### src/rtl/gravity_tare_rotation_top_macros.svh
// ----------------------------------------------------------------------------
// Assertion macros for the gravity tare rotation block
// Shared helpers for the concurrent checks at the end of each design module.
// ----------------------------------------------------------------------------
`ifndef GRAVITY_TARE_ROTATION_TOP_MACROS_SVH
`define GRAVITY_TARE_ROTATION_TOP_MACROS_SVH

// property that holds outside reset
`define GTR_ASSERT(label, clk, rst, prop, msg) \
  label: assert property (@(posedge clk) disable iff (rst) (prop)) else $error(msg);

// implication, consequent checked in the next cycle
`define GTR_ASSERT_NEXT(label, clk, rst, ante, cons, msg) \
  label: assert property (@(posedge clk) disable iff (rst) (ante) |=> (cons)) else $error(msg);

`endif

### src/rtl/gtr_pkg.sv
// ----------------------------------------------------------------------------
// gtr_pkg
// Shared widths, constants and helpers for the gravity tare rotation block.
// ----------------------------------------------------------------------------
package gtr_pkg;

  localparam int DataW   = 16;
  localparam int ThrW    = 15;
  localparam int OneQ14  = 16384;
  localparam logic signed [ThrW-1:0] ThrReset = -15'sd16368;

  // serial multiplier / divider operation codes
  localparam logic [1:0] OP_MUL = 2'd0;
  localparam logic [1:0] OP_DIV = 2'd1;

  function automatic logic signed [DataW-1:0] sat16(input logic signed [47:0] v);
    if (v > 48'sd32767) begin
      return 16'sh7fff;
    end else if (v < -48'sd32768) begin
      return 16'sh8000;
    end
    return v[DataW-1:0];
  endfunction

endpackage

### src/rtl/gtr_serial_unit.sv
// ----------------------------------------------------------------------------
// gtr_serial_unit
// Bit-serial multiply (shift-add) and restoring divide, one bit per cycle.
// ----------------------------------------------------------------------------
module gtr_serial_unit (
  input  logic               clk,
  input  logic               rst,
  input  logic               start,
  input  logic [1:0]         op,
  input  logic signed [31:0] a,      // mul: multiplicand, div: dividend
  input  logic signed [17:0] b,      // mul: multiplier,   div: divisor (>0)
  output logic               done,
  output logic signed [47:0] res
);
  import gtr_pkg::*;

  logic        busy;
  logic [5:0]  cnt;
  logic [1:0]  cur_op;
  logic        neg;
  logic [31:0] mag_a;
  logic [17:0] mag_b;
  logic [47:0] acc;
  logic [31:0] quo;
  logic [18:0] rem;
  logic [18:0] rem_sh;
  logic [32:0] num_rnd;

  assign rem_sh = {rem[17:0], quo[31]};

  always_comb begin
    num_rnd = {1'b0, mag_a} + {16'd0, mag_b[17:1]};
  end

  always_ff @(posedge clk) begin
    if (rst) begin
      busy <= 1'b0;
      done <= 1'b0;
      cnt  <= '0;
    end else begin
      if (start) begin
        busy   <= 1'b1;
        done   <= 1'b0;
        cur_op <= op;
        neg    <= a[31] ^ ((op == OP_MUL) && b[17]);
        mag_a  <= a[31] ? 32'(-a) : 32'(a);
        mag_b  <= (op == OP_MUL && b[17]) ? 18'(-b) : 18'(b);
        acc    <= '0;
        rem    <= '0;
        cnt    <= 6'd0;
      end else if (busy) begin
        case (cur_op)
          OP_MUL: begin
            if (mag_b[cnt[4:0]]) begin
              acc <= acc + ({16'd0, mag_a} << cnt[4:0]);
            end
            if (cnt == 6'd17) begin
              busy <= 1'b0;
            end
            done <= (cnt == 6'd17);
            cnt <= cnt + 6'd1;
          end
          OP_DIV: begin
            if (cnt == 6'd0) begin
              quo <= num_rnd[31:0];
              rem <= '0;
            end else begin
              if (rem_sh >= {1'b0, mag_b}) begin
                rem <= rem_sh - {1'b0, mag_b};
                quo <= {quo[30:0], 1'b1};
              end else begin
                rem <= rem_sh;
                quo <= {quo[30:0], 1'b0};
              end
              if (cnt == 6'd32) begin
                busy <= 1'b0;
              end
            end
            done <= (cnt == 6'd32);
            cnt <= cnt + 6'd1;
          end
          default: begin
            busy <= 1'b0;
            done <= 1'b0;
          end
        endcase
      end else begin
        done <= 1'b0;
      end
    end
  end

  always_comb begin
    if (cur_op == OP_MUL) begin
      res = neg ? -$signed(acc) : $signed(acc);
    end else begin
      res = neg ? -$signed({16'd0, quo}) : $signed({16'd0, quo});
    end
  end

  `include "gravity_tare_rotation_top_macros.svh"
  `GTR_ASSERT_NEXT(a_no_restart, clk, rst, busy, !start, "start while busy")
  `GTR_ASSERT_NEXT(a_done_pulse, clk, rst, done, !done, "done held")
  `GTR_ASSERT(a_div_pos, clk, rst, !(start && op == OP_DIV) || b > 0, "div by <= 0")

endmodule

### src/rtl/gravity_tare_rotation_top.sv
// ----------------------------------------------------------------------------
// gravity_tare_rotation_top
// Tare rotation: aligns the tare gravity vector with -z and rotates samples.
// ----------------------------------------------------------------------------
// Channel | Direction | Handshake            | Payload
// in      | input     | in_valid / in_stall  | grav_x/y/z, tare/untare_request
// out     | output    | out_valid / out_stall| out_x/y/z, is_tared
// cfg     | input     | cfg_we               | cfg_wdata (singular_threshold)
//
// One sample at a time. All multiplies and divides run on one shared
// bit-serial unit. Plain sample: no unit work. Tared sample: 9 multiplies.
// A tare above the singular threshold adds 3 squares/products and 3 divides.
// rst is synchronous; it restores identity matrix, tared clear, threshold.
// A stalled result holds in the output register; a new sample may still be
// accepted, and its result waits in S_OUT until the output register is free.
// ----------------------------------------------------------------------------
module gravity_tare_rotation_top (
  input  logic                        clk,
  input  logic                        rst,
  input  logic                        cfg_we,
  input  logic signed [gtr_pkg::ThrW-1:0] cfg_wdata,
  input  logic                        in_valid,
  output logic                        in_stall,
  input  logic signed [15:0]          grav_x,
  input  logic signed [15:0]          grav_y,
  input  logic signed [15:0]          grav_z,
  input  logic                        tare_request,
  input  logic                        untare_request,
  output logic                        out_valid,
  input  logic                        out_stall,
  output logic signed [15:0]          out_x,
  output logic signed [15:0]          out_y,
  output logic signed [15:0]          out_z,
  output logic                        is_tared
);
  import gtr_pkg::*;

  localparam logic [2:0] S_IDLE = 3'd0;
  localparam logic [2:0] S_BLD  = 3'd1;  // build matrix products/divides
  localparam logic [2:0] S_MAC  = 3'd2;  // row dot products
  localparam logic [2:0] S_OUT  = 3'd3;

  logic [2:0]  state;
  logic signed [ThrW-1:0] thr;
  logic signed [15:0] mat [9];
  logic        tared;
  logic signed [15:0] gx, gy, gz;
  logic [3:0]  step;
  logic        issued;
  logic signed [47:0] sum;
  logic signed [47:0] tmp;
  logic signed [15:0] rx, ry, rz;

  logic               su_start;
  logic [1:0]         su_op;
  logic signed [31:0] su_a;
  logic signed [17:0] su_b;
  logic               su_done;
  logic signed [47:0] su_res;

  gtr_serial_unit u_su (
    .clk(clk), .rst(rst), .start(su_start), .op(su_op), .a(su_a), .b(su_b),
    .done(su_done), .res(su_res)
  );

  // build values
  logic signed [16:0] c_v, vx_v, vy_v;
  logic signed [17:0] d_v;
  assign c_v  = -17'(gz);
  assign vx_v = -17'(gy);
  assign vy_v = 17'(gx);
  assign d_v  = 18'(OneQ14) + 18'(c_v);

  // build schedule: 0 vx*vx, 1 /d, 2 vy*vy, 3 /d, 4 vx*vy, 5 /d
  always_comb begin
    su_op = OP_MUL;
    su_a  = '0;
    su_b  = '0;
    if (state == S_BLD) begin
      case (step)
        4'd0: begin su_a = 32'(vx_v); su_b = 18'(vx_v); end
        4'd2: begin su_a = 32'(vy_v); su_b = 18'(vy_v); end
        4'd4: begin su_a = 32'(vx_v); su_b = 18'(vy_v); end
        default: begin su_op = OP_DIV; su_a = tmp[31:0]; su_b = d_v; end
      endcase
    end else if (state == S_MAC) begin
      su_a = 32'(mat[step]);
      case (step)
        4'd0, 4'd3, 4'd6: su_b = 18'(gx);
        4'd1, 4'd4, 4'd7: su_b = 18'(gy);
        default: su_b = 18'(gz);
      endcase
    end
  end

  assign su_start = (state == S_BLD || state == S_MAC) && !issued;

  always_ff @(posedge clk) begin
    if (rst) begin
      state <= S_IDLE;
      thr   <= ThrReset;
      tared <= 1'b0;
      issued <= 1'b0;
      step  <= '0;
      out_valid <= 1'b0;
      for (int k = 0; k < 9; k++) begin
        mat[k] <= (k % 4 == 0) ? 16'sd16384 : 16'sd0;
      end
    end else begin
      if (cfg_we) begin
        thr <= cfg_wdata;
      end
      // S_OUT either holds or reloads the register, so it never clears here
      if (out_valid && !out_stall && state != S_OUT) begin
        out_valid <= 1'b0;
      end
      case (state)
        S_IDLE: begin
          if (in_valid) begin
            gx <= grav_x; gy <= grav_y; gz <= grav_z;
            step <= '0; issued <= 1'b0; sum <= '0;
            if (tare_request) begin
              tared <= 1'b1;
              if (-17'(grav_z) > 17'(thr)) begin
                state <= S_BLD;
              end else begin
                for (int k = 0; k < 9; k++) begin
                  mat[k] <= (k == 0) ? 16'sd16384 : (k % 4 == 0) ? -16'sd16384 : 16'sd0;
                end
                state <= S_MAC;
              end
            end else begin
              if (untare_request) begin
                tared <= 1'b0;
              end
              state <= tared && !untare_request ? S_MAC : S_OUT;
            end
          end
        end
        S_BLD: begin
          if (!issued) begin
            issued <= 1'b1;
          end else if (su_done) begin
            issued <= 1'b0;
            tmp <= su_res;
            case (step)
              4'd1: mat[0] <= sat16(48'(c_v) + su_res);
              4'd3: mat[4] <= sat16(48'(c_v) + su_res);
              4'd5: begin
                mat[1] <= sat16(su_res);
                mat[3] <= sat16(su_res);
                mat[2] <= sat16(48'(vy_v));
                mat[5] <= sat16(-48'(vx_v));
                mat[6] <= sat16(-48'(vy_v));
                mat[7] <= sat16(48'(vx_v));
                mat[8] <= sat16(48'(c_v));
              end
              default: ;
            endcase
            if (step == 4'd5) begin
              step  <= '0;
              state <= S_MAC;
            end else begin
              step <= step + 4'd1;
            end
          end
        end
        S_MAC: begin
          if (!issued) begin
            issued <= 1'b1;
          end else if (su_done) begin
            issued <= 1'b0;
            if (step == 4'd2 || step == 4'd5 || step == 4'd8) begin
              case (step)
                4'd2: rx <= sat16((sum + su_res + 48'sd8192) >>> 14);
                4'd5: ry <= sat16((sum + su_res + 48'sd8192) >>> 14);
                default: rz <= sat16((sum + su_res + 48'sd8192) >>> 14);
              endcase
              sum <= '0;
            end else begin
              sum <= sum + su_res;
            end
            if (step == 4'd8) begin
              state <= S_OUT;
            end
            step <= step + 4'd1;
          end
        end
        S_OUT: begin
          if (!out_valid || !out_stall) begin
            out_valid <= 1'b1;
            is_tared  <= tared;
            out_x <= tared ? rx : gx;
            out_y <= tared ? ry : gy;
            out_z <= tared ? rz : gz;
            state <= S_IDLE;
          end
        end
        default: state <= S_IDLE;
      endcase
    end
  end

  assign in_stall = (state != S_IDLE);

  `include "gravity_tare_rotation_top_macros.svh"
  `GTR_ASSERT_NEXT(a_accept_leaves_idle, clk, rst, in_valid && !in_stall, state != S_IDLE, "accept stayed idle")
  `GTR_ASSERT_NEXT(a_out_hold, clk, rst, out_valid && out_stall, out_valid && $stable(out_x), "out changed")
  `GTR_ASSERT(a_step_range, clk, rst, step <= 4'd9, "step overrun")

endmodule

### config.mk
export PLATFORM = sky130hd
export DESIGN_NAME = gravity_tare_rotation_top
export DESIGN_NICKNAME = d
export VERILOG_FILES = /design/src/rtl/gtr_pkg.sv /design/src/rtl/gtr_serial_unit.sv /design/src/rtl/gravity_tare_rotation_top.sv
export VERILOG_INCLUDE_DIRS = /design/src /design/src/rtl
export SDC_FILE = /design/constraint.sdc
export NUM_CORES = 2
export LEC_CHECK = 0
export BUFFER_PORTS_ARGS = -buffer_cell sky130_fd_sc_hd__buf_2
export CAP_MARGIN = 5
export CORE_MARGIN = 3
export CORE_UTILIZATION = 60
export CTS_CLUSTER_DIAMETER = 30
export CTS_CLUSTER_SIZE = 30
export DETAILED_ROUTE_END_ITERATION = 8
export PLACE_DENSITY = 0.77
export REMOVE_ABC_BUFFERS = 1
export SYNTH_ARGS = -nofsm -noshare
export SYNTH_HDL_FRONTEND = slang
export SYNTH_HIERARCHICAL = 1
export SYNTH_SLANG_ARGS = --single-unit
### constraint.sdc
create_clock -name clk -period 13.2 [get_ports clk]
set_input_delay 0.66 -clock clk [delete_from_list [all_inputs] [get_ports clk]]
set_output_delay 0.66 -clock clk [all_outputs]
set_load 0.01 [all_outputs]
==> impl_metrics.yaml <==
outcome:
  run_status: "completed"
sta:
  relSlewSlack_pct: 14.3
  slew_viol_final: 0
  setup_violations: 0
  skew_ns: 0.0864
  finalCritPeriodShare_pct: 68.6
  worst_pin_slew_ns: 1.28
  finalHoldViolations: 0
  finalSetupTns_ns: 0
  fin_crit_ns: 9.06
  fmax_mhz: 110
  rsz0062_at_grt: "false"
power_and_ir_drop:
  power.density_nw_per_um2: 283
  p_int_mw: 6.99
  pwr-share-comb_pct: 57.6
  seqPwrFrac_pct: 21.0
  p_total_mw: 13.4
  clkPwrFrac_pct: 21.4
  p_sw_mw: 6.41
  peakVddDrop_uv: 364
  swShare_pct: 47.8
  p_leak_nw: 18.1
cts:
  cts_setup_buffers: 0
  cts_max_level: 3
  tritoncts: "built"
  clk-insertion-delay-late_ns: 0.69
  ctsHoldBuffers: 0
  clock_sinks: 540
  clk_pin_slew_ns: 0.06
  cts-root-buf: "clkbuf_16"
  clock_path_buffers: 3
  cts.repair.resized: 0
  numCtsBuffers: 116
floorplan:
  die_w_um: 270
  boundaryPins: 121
  die_h_um: 270
  core_area_um2: 68900
  dieArea_um2: 73000
  num_rows: 96
  start_util_pct: 60.8
yosys:
  synthCells: 4562
  syn_area_um2: 41900
  syn_area_per_cell_um2: 9.18
  synth-async-reset-ratio_pct: 0
  yosys.cell_types.count: 106
  ys_ff_latch: 540
  synth_edf_count: 504
  synth_compound_area_share_pct: 19.9
  ys_seq_area_share_pct: 37.8
  muxShareOfSynthArea_pct: 6.25
  synth_fa_ha_area_share_pct: 6.84
  synth-main-ff-cell: "edfxtp_1"
  synth-warning-count: 6
  synth-simple-area-share_pct: 18.4
  synth-xor-area-share_pct: 7.18
  synth_top_family_by_area: "compound AO/OA/AOI/OAI gates"
detailed_routing:
  vias: 38300
  drt_first_iter_violations: 4745
  firstDrtPassIters: 7
  viasPerCell: 6.76
  totalWireLength_um: 138000
  antenna_left: 0
  wire_per_inst_um: 24.3
  drcViolationCount: 0
worst_setup_path:
  required_ns: 13.60
  max_stage_delay_ns: 1.03
  cp_slowest_cell: "nor4_2"
  crit_chain: "or4_4 > or3_4 > or4_4 > or4_1 > or4_4 > o31ai_2 > xor2_1 > o21ai_1 > ha_1 > a21oi_1 > a21bo_2 > or2_2 > o21a_1 > xnor2_1 > nor4_2 > nand4_4 > or3_1 > o31ai_1 > o211ai_1 > o41ai_4 > buf_4 > a21oi_1"
  cp.arrival_ns: 9.46
  critPathLaunchType: "register"
  path_max_fanout: 15
  cpLargestDelayFamily: "simple AND/OR/NAND/NOR gates"
  crit_buf_inv: 1
  critical_path.endpoint_type: "register"
  cpMostUsedCell: "or4_4"
  worstSetupPathType: "reg -> reg"
cells_and_area:
  fin_nets: 4932
  drive_above_1_share_pct: 13.1
  area_growth_pct: 12.9
  final_common_cell: "edfxtp_1"
  design_area_um2: 47300
  final_util_pct: 68.6
  layout_common_cells: "504 x edfxtp_1, 423 x nand2_1, 410 x nor2_1"
  n_fill_cell: 5378
place:
  place_congestion: 1.01
  portBuffers: 120
  hpwlAfterDp_um: 102000
  dpl_cell_area_um2: 43400
global_routing:
  grt_pass1_wl_um: 209000
  antenna_found_initial: 4
  grt.total_usage_pct: 36.5
  grt_overflow: 0
  grt_pass1_vias: 35900
  grt_max_degree: 80
worst_hold_path:
  hold_path.class: "in -> reg"
run:
  max_cap_viol_count: 0
[final cells by class]
type                       instances  area, um2  area share [%]
inverter                         144        541            1.14
clock buffer                     122       2930            6.18
timing repair buffer             198       1190            2.51
sequential                       540      15900            33.5
tap                              931       1160            2.46
antenna                            1       2.50         0.00529
multi-input combinational       3636      24700            52.1
clock inverter                    97        986            2.08
[registers in the layout (all words and copies together) (netlist names), 2 cells and up, named ones only]
signal / count
state: 2
gz: 16
u_su/quo: 32
mat: 128
out_y: 16
out_x: 16
u_su/cur_op: 2
gx: 16
out_z: 16
step: 4
ry: 16
u_su/mag_a: 32
u_su/cnt: 6
gy: 16
tmp: 32
rz: 16
sum: 48
u_su/rem: 18
u_su/acc: 48
thr: 15
u_su/mag_b: 18
rx: 16
[stage by stage]
stage               hold slack (ns)  worst slack (ns)  cells
floorplan                     0.457              2.31   4320
detailed placement            0.481              4.28   5449
global placement              0.475              4.36   5449
CTS                           0.110              4.25   5668
global route                  0.114              3.59   5669
finish                        0.140              4.14   5669
[kinds of logic (layout without fill, tap and decap cells)]
kind of cell / count (synthesis) / count (layout)
buffers and inverters: 387 / 561
muxes: 209 / 209
xor gates and xnor gates: 342 / 342
DFF: 540 / 540
AOI/OAI and AO/OA: 1297 / 1297
adders and majority gates: 226 / 226
and+or+nand+nor: 1560 / 1560
other: 1 / 3
[layer usage]
metal	routed length, um	part of all wire [%]	global-route usage, %
met2	61400	45	57.3
met1	53700	39	48.8
met5	13	0.0094	0
met4	6690	4.9	16.3
met3	15800	11	7.71
[cell usage after synthesis (21+ instances only)]
| library cell | number | area, um2 |
|---|---|---|
| a211oi_1 | 40 | 300 |
| a21o_1 | 110 | 826 |
| a21oi_1 | 350 | 1750 |
| a22o_1 | 23 | 201 |
| and2_1 | 35 | 219 |
| and3_1 | 55 | 344 |
| buf_1 | 21 | 78.8 |
| clkbuf_1 | 201 | 754 |
| dfxtp_1 | 36 | 721 |
| edfxtp_1 | 504 | 15100 |
| ha_1 | 221 | 2770 |
| inv_1 | 141 | 529 |
| mux2_2 | 70 | 788 |
| mux2i_1 | 104 | 1040 |
| mux4_2 | 35 | 788 |
| nand2_1 | 423 | 1590 |
| nand2b_1 | 40 | 250 |
| nand3_1 | 100 | 500 |
| nand4_1 | 82 | 513 |
| nor2_1 | 413 | 1550 |
| nor2b_1 | 34 | 213 |
| nor3_1 | 117 | 586 |
| nor4_1 | 53 | 332 |
| o211ai_1 | 30 | 225 |
| o21a_1 | 39 | 293 |
| o21ai_0 | 330 | 1650 |
| o21bai_1 | 34 | 255 |
| o22ai_1 | 45 | 282 |
| o31ai_1 | 56 | 420 |
| or2_2 | 32 | 200 |
| or3_1 | 55 | 344 |
| or4_1 | 27 | 203 |
| xnor2_1 | 196 | 1720 |
| xor2_1 | 144 | 1260 |
[power by group through the flow]
stage | Sequential [mW] | Combinational, mW | Clock (mW)
finish | 2.81 | 7.72 | 2.86
global route | 2.83 | 8.37 | 2.97
CTS | 2.80 | 7.54 | 2.88
detailed placement | 2.82 | 7.48 | 0
global placement | 2.81 | 7.40 | 0
floorplan | 2.71 | 5.38 | 0
[final timing paths]
kind	startpoint	endpoint	depth (start not counted)	slack, ns
worst max-delay path	u_su/quo[12]	rx[1]	22	4.14
worst min-delay path	grav_y[9]	gy[9]	1	0.14
worst max register to register	u_su/quo[12]	rx[1]	22	4.14
worst min register to register	thr[7]	thr[7]	2	0.49
(Power assumes the default switching activity.)
